<file path="src/aors_pkg.sv">
`default_nettype none
package aors_pkg;

	localparam int MAX_RANGES_DEF = 128;
	localparam int ANGLE_BITS_DEF = 16;

	// request codes
	typedef enum logic [1:0] {
		REQ_CLEAR = 2'd0,
		REQ_ADD   = 2'd1,
		REQ_RANGE = 2'd2,
		REQ_ANGLE = 2'd3
	} req_t;

	// command broadcast to every cell
	typedef enum logic [2:0] {
		CMD_HOLD  = 3'd0,
		CMD_DROP  = 3'd1,
		CMD_MERGE = 3'd2,
		CMD_SETHI = 3'd3,
		CMD_SETLO = 3'd4,
		CMD_INS   = 3'd5
	} cell_cmd_t;

	// compare results of one cell
	typedef struct packed {
		logic contained;
		logic covered;
		logic hi_in;
		logic merge;
		logic lo_in;
		logic interior;
		logic ge_end;
	} cell_flags_t;

endpackage
`default_nettype wire

</file>
<file path="src/aors_cell.sv">
`default_nettype none
module aors_cell #(
	parameter int ANGLE_BITS = aors_pkg::ANGLE_BITS_DEF
) (
	input  wire logic                  clk,
	input  wire aors_pkg::cell_cmd_t   cmd,
	input  wire logic [ANGLE_BITS-1:0] part_s,
	input  wire logic [ANGLE_BITS-1:0] part_e,
	input  wire logic                  valid,
	input  wire logic                  next_valid,
	input  wire logic [ANGLE_BITS-1:0] next_lo,
	input  wire logic [ANGLE_BITS-1:0] next_hi,
	input  wire logic [ANGLE_BITS-1:0] prev_lo,
	input  wire logic [ANGLE_BITS-1:0] prev_hi,
	input  wire logic                  prev_shift,
	input  wire logic                  prev_ok,
	output logic [ANGLE_BITS-1:0]      lo,
	output logic [ANGLE_BITS-1:0]      hi,
	output aors_pkg::cell_flags_t      flags
);

	logic [ANGLE_BITS-1:0] lo_q;
	logic [ANGLE_BITS-1:0] hi_q;
	logic                  shl;

	assign lo = lo_q;
	assign hi = hi_q;

	// compares against the broadcast part
	always_comb begin
		flags.contained = valid && (lo_q >= part_s) && (hi_q <= part_e);
		flags.covered   = valid && (part_s >= lo_q) && (part_e <= hi_q);
		flags.hi_in     = valid && (hi_q >= part_s) && (hi_q <= part_e);
		flags.merge     = flags.hi_in && next_valid && (next_lo <= part_e);
		flags.lo_in     = valid && (lo_q >= part_s) && (lo_q <= part_e);
		flags.interior  = valid && (part_s > lo_q) && (part_s < hi_q);
		flags.ge_end    = valid && (lo_q >= part_e);
		shl             = valid && (lo_q >= part_s);
	end

	// entry update
	always_ff @(posedge clk) begin
		case (cmd)
			aors_pkg::CMD_DROP: begin
				if (shl) begin
					lo_q <= next_lo;
					hi_q <= next_hi;
				end
			end
			aors_pkg::CMD_MERGE: begin
				if (flags.merge) begin
					hi_q <= next_hi;
				end else if (shl) begin
					lo_q <= next_lo;
					hi_q <= next_hi;
				end
			end
			aors_pkg::CMD_SETHI: begin
				if (flags.hi_in) hi_q <= part_e;
			end
			aors_pkg::CMD_SETLO: begin
				if (flags.lo_in) lo_q <= part_s;
			end
			aors_pkg::CMD_INS: begin
				if (prev_shift) begin
					lo_q <= prev_lo;
					hi_q <= prev_hi;
				end else if (prev_ok && (!valid || flags.ge_end)) begin
					lo_q <= part_s;
					hi_q <= part_e;
				end
			end
			default: begin
			end
		endcase
	end

endmodule
`default_nettype wire

</file>
<file path="config.mk">
export PLATFORM = sky130hd
export DESIGN_NAME = aors_cell
export DESIGN_NICKNAME = d
export VERILOG_FILES = /design/src/aors_pkg.sv /design/src/aors_cell.sv
export SDC_FILE = /design/constraint.sdc
export NUM_CORES = 1
export LEC_CHECK = 0
export BUFFER_PORTS_ARGS = -buffer_cell sky130_fd_sc_hd__buf_2
export CAP_MARGIN = 20
export CORE_ASPECT_RATIO = 1.1
export CORE_UTILIZATION = 57
export DETAILED_ROUTE_END_ITERATION = 12
export PLACE_DENSITY = 0.88
export SLEW_MARGIN = 15
export SYNTH_ARGS = -nofsm -noshare
export SYNTH_HDL_FRONTEND = slang
export SYNTH_SLANG_ARGS = --single-unit
</file>
<file path="constraint.sdc">
create_clock -name clk -period 11.55 [get_ports clk]
set_clock_uncertainty 0.1 [all_clocks]
set_input_delay 1.7325 -clock clk [delete_from_list [all_inputs] [get_ports clk]]
set_output_delay 1.7325 -clock clk [all_outputs]
set_load 0.01 [all_outputs]
</file>
# ---- Yosys cells after proc, flatten, opt, wreduce, memory -nomap -nowiden
# Cells that the tools add are included.
# W data, S select, Z words.
dict set report totals {
  regBits 32
  in_bits 104
  out_inout_bits 39
  elab_cells 52
}
dict set report op_classes {
  magnitude_cmp 10
  n_eq_ne 9
  mux 12
  reduce_logical 19
}
# operator count
set op_table {}
lappend op_table {{$mux W16} 10}
lappend op_table {{$pmux W16 S4} 2}
lappend op_table {{$ge A16 B16 Y1} 4}
lappend op_table {{$le A16 B16 Y1} 4}
lappend op_table {{$gt A16 B16 Y1} 1}
lappend op_table {{$lt A16 B16 Y1} 1}
lappend op_table {{$logic_and A1 B1 Y1} 13}
lappend op_table {{$reduce_bool A4 Y1} 2}
lappend op_table {{$eq A3 B2 Y1 const B} 2}
lappend op_table {{$eq A3 B3 Y1 const B} 2}
lappend op_table {{$ne A2 B2 Y1 const B} 3}
lappend op_table {{$reduce_and A4 Y1} 1}
lappend op_table {{$eq A3 B1 Y1 const B} 1}
lappend op_table {{$ne A3 B3 Y1 const B} 1}
lappend op_table {{$reduce_and A3 Y1} 1}
lappend op_table {{$logic_not A1 Y1} 1}
lappend op_table {{$logic_or A1 B1 Y1} 1}

# ---- Logic depth before layout (Yosys ltp)
# Gate-level depths: netlist (run 1).
dict set report logic_depth {
  ltp_word 7
  mapped_depth 11
  mapped_depth_nobuf 9
}

# ---- Least setup slack after synthesis (run 1)
# Ideal clock, no wire load.
dict set report synth_path {
  path_kind {input -> output}
  startpoint {input port part_e[13]}
  endpoint {output port flags[3] (netlist name)}
  arrival_time_ns 3.510
  t_required_ns 9.717
  setup_slack_ns 6.208
  cell_stages 10
  path_buffers 2
  path_cell_list {inv_1 -> ha_1 -> a21o_1 -> a21o_1 -> a2111oi_4 -> o22ai_1 -> a21o_1 -> buf_6 -> buf_6 -> nor2_1}
}
# item line
set synth_rtl {}
lappend synth_rtl {{start, declared} aors_cell.sv:8} ;# input wire logic [ANGLE_BITS-1:0] part_e,
lappend synth_rtl {{end, declared} aors_cell.sv:19} ;# output aors_pkg::cell_flags_t flags

==> run metrics, run 1 <==
setup_tns=0 ps; Avg Inst Size Synth=around 8.6 µm²; drt initial violations=approximately 350; synth cell count leaders=ha_1 (80), inv_1 (59), a21oi_1 (50); largest cells by area after synthesis=ha_1 (22%), edfxtp_1 (21%), mux2i_1 (11%), a21oi_1 (5.5%), inv_1 (4.9%); Synth Area in Compound Gates=0.2617; Worst-Skew Late Latency=between 200 and 300 ps; most frequent cell after synthesis=ha_1; core area=about 7600 µm²; DR WL/cell=about 19 µm; Post-Synth Adder-Cell Area=0.2218; root buf cell=clkbuf_8; multiplexer share of the synthesized area=0.1065; final core utilization=0.7139; via count=~4800; Die Span X=between 80 and 90 µm; relative slew slack=0.3370; filler-free cell count of the finished design=762; prevailing post-synth register cell=edfxtp_1; vias in the first global route=between 4000 and 5000; GRT Total Usage=0.3472; number of I/O port buffers=about 140; Antenna Nets Post-Route=0; biggest area consumer among synthesized cells=ha_1; worst path cell trace=buf_2, ha_1, a21oi_1, nor2_1, a2111oi_0, o211ai_1, a21o_1, buf_6, nor2_1, buf_2; GP Congestion=0.9091; IO Pins=roughly 140; CTS buffer count=5; Seq cells post-synth=32; Syn Std Cell Area=about 4500 µm²; crit end category=output pin; number of flops mapped to enable cells by yosys=32; std cell rows=33; initial antenna violation count=0; chip height=95.33 µm; clk sinks=32; Post-Synthesis Cells=roughly 530; maximum clock path buffer count=2; top cell type's share of synthesized area=0.2218; Leak=~2.8 nW; placed cells=752; outcome=finished clean; Slew Limit Fails=0; Startpoint Class=input pin; Layout area overhead=19.52%; PD cells=between 80 and 90 nW/µm²; Detailed Routing Iterations Pass 1=5; final setup fails=0; sequential area share after synthesis=0.2129; minimum clock period=6037 ps; Layout Nets=between 800 and 900; die area=about 8300 µm²; Starting Density=0.5973; largest net degree at the start of global routing=36; DRC Markers=0; dpl ws=5402 ps; hold_buf cts=0; post-CTS setup repair buffer count=0; Routed WL=between 10 and 15 mm; critical path peak fanout=19; RSZ-0062 raised after global routing=no; XOR/XNOR share of the synthesized area=0; crit share post-route=0.5227; yosys warns=0; Synth async-reset ratio=0; first-pass GRT wire length=roughly 22 mm; area of the multi-input gates=around 3200 µm²; Worst path slowest cell=a2111oi_0; Crit Path Class=input pin to output pin; largest family of logic cells by synthesized area=compound AO/OA/AOI/OAI gates; worst path arrival time=about 4200 ps; Via density=around 6.4; Post-CTS Resized=0; Fill cells=604; share of layout cells above drive strength 1=0.2451; CTS tree=done; Yosys cell types=between 40 and 50; # diodes=0; Hold WC Path Type=flop to flop; sequential cell area=just under 1000 µm²; Max Cap Viol=0; CTS HTree Levels=2; Clock Pin Slew Worst Setup and Hold Paths=60 ps; highest clock rate=165.7 MHz; measured slew at the worst slew-check pin=approximately 990 ps; max incr delay on CP=around 550 ps; grt total ovfl=0; Fin. Hold Viols=0; Synth Area in Simple Gates=0.1164; Worst Path Required=slightly below 10000 ps; Final HPWL DP=between 10 and 15 mm; Max VDD drop=about 0.054 mV; Post-Syn Nets=711; post-route setup slack=between 5000 and 6000 ps
## state kept, by name, indices dropped and copies added (netlist names)
register / count
hi: 16
lo: 16
## cell families after synthesis
group	count (synthesis)
mux	48
simple gates	108
flops	32
buf+inv	87
fa+ha+maj	80
compound gates	172
## path summary, 6_finish.rpt
path                          from               to  slack [ps]  cells past startpoint
hold reg to reg    hi[2]$_DFFE_PP_  hi[2]$_DFFE_PP_         700                      3
setup / recovery        part_s[13]         flags[3]        5510                     10
setup reg to reg  hi[13]$_DFFE_PP_  hi[6]$_DFFE_PP_        7910                      9
hold / removal     hi[2]$_DFFE_PP_  hi[2]$_DFFE_PP_         700                      3
## worst max-delay path, delay by kind of cell
kind	cells	cell delay, ps
and+or+nand+nor	2	240
buffers and inverters	3	560
adders and majority gates	1	310
AOI/OAI and AO/OA	4	1370
## cell type report
cell class,count,share of cell area
Clock buffer,7,0.01415
Multi-Input combinational cell,408,0.5952
Sequential cell,32,0.1781
Timing Repair Buffer,150,0.1464
Tap cell,105,0.02436
Inverter,59,0.04106
Clock inverter,1,0.0006959
## stage by stage
step | hold slack [ps] | instance area (µm²) | power [mW]
after floorplan | 668.6 | 4513 | 0.3040
after global placement | 655.7 | 5263 | 0.3701
after detailed placement | 678.6 | 5285 | 0.3825
after CTS | 693.5 | 5365 | 0.4699
after global routing | 724.9 | 5394 | 0.5029
final | 698.1 | 5394 | 0.4737
## cell usage in the layout (no fill, tap or decap), types with 17 or more instances in the layout
cell type,synthesis,routed
mux2i_1,48,48
edfxtp_1,32,32
buf_2,6,142
o21ai_0,22,22
o31a_1,17,17
nand2_1,48,48
a21oi_1,50,49
ha_1,80,80
inv_1,59,59
o21a_1,18,18
## metal layers
metal / GRT usage / up-vias / share of wire
met4: 0.1750 / 0 / 0.030
met3: 0.05195 / 44 / 0.086
li1: - / 2258 / -
met1: 0.4224 / 2261 / 0.39
met5: 0 / - / 0
met2: 0.5958 / 280 / 0.49
## report_power, final
group / internal, mW / switching [mW] / total, mW
clock: 0.0420 / 0.0453 / 0.0873
sequential: 0.146 / 0.0156 / 0.162
combinational: 0.0956 / 0.129 / 0.225
Note: power is estimated with default switching activity, not from simulation.
==> run 2, diff against run 1 <==
Settings changed: CORE_UTILIZATION 57 to 53, PLACE_DENSITY 0.88 to 0.83.
Clock period 11.55 ns to 6.15 ns, I/O delays scaled along.
==> run metrics, run 2 (synthesis gave the netlist of run 1 again) <==
vias in the first global route=4456 (-6.2%); Switching Power=0.3515 mW (+85%); Fill cells=704 (+17%); Fin. Hold Viols=0 (unchanged); minimum clock period=around 4400 ps; Layout area overhead=19.46% (about the same); crit share post-route=0.7092; Antenna Nets Post-Route=0 (unchanged); Slew Limit Fails=0 (unchanged); Logic pwr share=0.478 (+0.004); share of layout cells above drive strength 1=0.2462 (+0.001124); placed cells=756 (+0.53%); Finished Cell Area=5391 µm² (about the same); clk sinks=32 (unchanged); outcome=finished clean; Crit Path Class=input pin to output pin; largest net degree at the start of global routing=36 (unchanged); Worst-Skew Late Latency=290 ps (about the same); GRT Total Usage=0.3091 (-0.03814); die area=8889 µm² (+7.4%); root buf cell=clkbuf_8; WHS Path Cells=3 (unchanged); Post-CTS Resized=0 (unchanged); commonest non-fill, non-tap cell in the layout=buf_2; PD cells=163.3 nW/µm² (+86%); core area=8083 µm² (+7.0%); switch share=0.3991 (-0.001703); hold_buf cts=0 (unchanged); hold_ws=689.7 ps (-8.416 ps); # diodes=0 (unchanged); WHS Endpoint=hi[9]$_DFFE_PP_; Flop pwr share=0.344 (+0.003); Routed WL=14.05 mm (-0.97%); maximum clock path buffer count=2 (unchanged); FF-to-FF path depth=10 (+1); Max Cap Viol=0 (unchanged); worst reg2reg startpoint=hi[15]$_DFFE_PP_; setup_tns=0 ps (unchanged); internal reg-to-reg setup slack=2730 ps (-5180 ps); Clock Pin Slew Worst Setup and Hold Paths=70 ps (about the same); Total Power=0.8806 mW (+86%); Area after DPL=5293 µm² (+0.14%); via count=4721 (-2.5%); max incr delay on CP=510 ps (-40 ps); IO Pins=143 (unchanged); chip height=98.78 µm (+3.6%); first-pass GRT wire length=22.00 mm (-0.50%); CTS buffer count=5 (unchanged); Max VDD drop=0.1199 mV (+120%); worst path cell trace=buf_2, ha_1, a21oi_1, nor2_1, a2111oi_0, o211ai_1, a21o_1, buf_16, nor2_1, buf_2; number of I/O port buffers=142 (unchanged); CTS tree=done; Hold WC Path Type=flop to flop; std cell rows=34 (+3.0%); critical path peak fanout=22 (+3); Leak=2.793 nW (about the same); HP Start=hi[9]$_DFFE_PP_; Detailed Routing Iterations Pass 1=5 (unchanged); worst path arrival time=3340 ps (-860 ps); CTS HTree Levels=2 (unchanged); commonest non-fill, non-tap cells in the layout=buf_2 (142), ha_1 (80), inv_1 (59); initial antenna violation count=0 (unchanged); grt total ovfl=0 (unchanged); DRC Markers=0 (unchanged); DR WL/cell=18.43 µm (-0.97%); RR Endpoint=lo[15]$_DFFE_PP_; Clk pwr share=0.178 (-0.006); filler-free cell count of the finished design=762 (unchanged); post-CTS setup repair buffer count=0 (unchanged); crit end category=output pin; drt initial violations=279 (-19%); relative slew slack=0.3621 (+0.02510); highest clock rate=approximately 230 MHz; GP Congestion=0.9097 (about the same); RSZ-0062 raised after global routing=no; Worst path slowest cell=a2111oi_0; Starting Density=0.5584 (-0.03893); final setup fails=0 (unchanged); Via density=6.196 (-2.5%); Final HPWL DP=11.35 mm (-0.49%); Layout Nets=840 (unchanged); measured slew at the worst slew-check pin=954.6 ps (-37.56 ps); Die Span X=89.99 µm (+3.6%); Worst Path Required=5130 ps (-4590 ps); P_int=0.5291 mW (+86%); Startpoint Class=input pin
==> run 2: changes by cell type in the layout (fill, tap and decap cells not counted) <==
cell      before  now
clkinv_1       1    0
nor2_2         1    0
buf_6          3    1
buf_4          4    6
buf_8          1    0
nand2b_2       0    1
buf_16         0    1
clkbuf_1       2    0
nand2b_1       7    6
nor2_1         8    9
==> run 2: worst max-delay path by stage <==
stage                     from               to  slack, ps  cells after the start
floorplan           part_e[13]  hi[0]$_DFFE_PP_       1750                     10
global placement    part_e[15]         flags[3]       1780                     10
detailed placement  part_e[15]         flags[3]       1550                     10
CTS                 part_e[15]         flags[3]       1550                     10
global route        part_s[13]         flags[3]       1690                     10
finish              part_s[13]         flags[3]       1790                     10
==> run 2: critical path, delay by kind of cell <==
kind                       cells  cell delay (ps)
adders and majority gates      1              310
buffers and inverters          3              550
AOI/OAI and AO/OA              4             1310
and+or+nand+nor                2              250
==> run 2: area by class of cell <==
type / count / area (µm²) / area share
sequential: 32 / 960.9 / 0.1782
multi-input combinational: 408 / 3211 / 0.5955
inverter: 59 / 221.5 / 0.04108
clock buffer: 5 / 68.82 / 0.01276
tap: 108 / 135.1 / 0.02506
timing repair buffer: 150 / 794.5 / 0.1474
==> run 2: power groups by stage <==
stage | registers (mW) | clock network, mW | logic, mW
5_1_grt | 0.306 | 0.164 | 0.465
3_3_place_gp | 0.307 | 0 | 0.389
4_1_cts | 0.302 | 0.157 | 0.409
3_5_place_dp | 0.307 | 0 | 0.408
6_report | 0.303 | 0.157 | 0.421
2_1_floorplan | 0.308 | 0 | 0.263
==> run 2: through the flow <==
step                        util  setup WS, ps
after floorplan                -          1752
after global placement    0.6534          1776
after detailed placement  0.6548          1553
after CTS                 0.6633          1546
after global routing      0.6670          1690
final                     0.6670          1788
==> run 2: routing by layer <==
metal / GRT usage / up-vias / wire [µm]
met5: 0 / - / 0
met4: 0.08809 / 0 / 225
met3: 0.03858 / 20 / 1102
met2: 0.5331 / 238 / 6761
met1: 0.4080 / 2212 / 5957
li1: - / 2251 / -
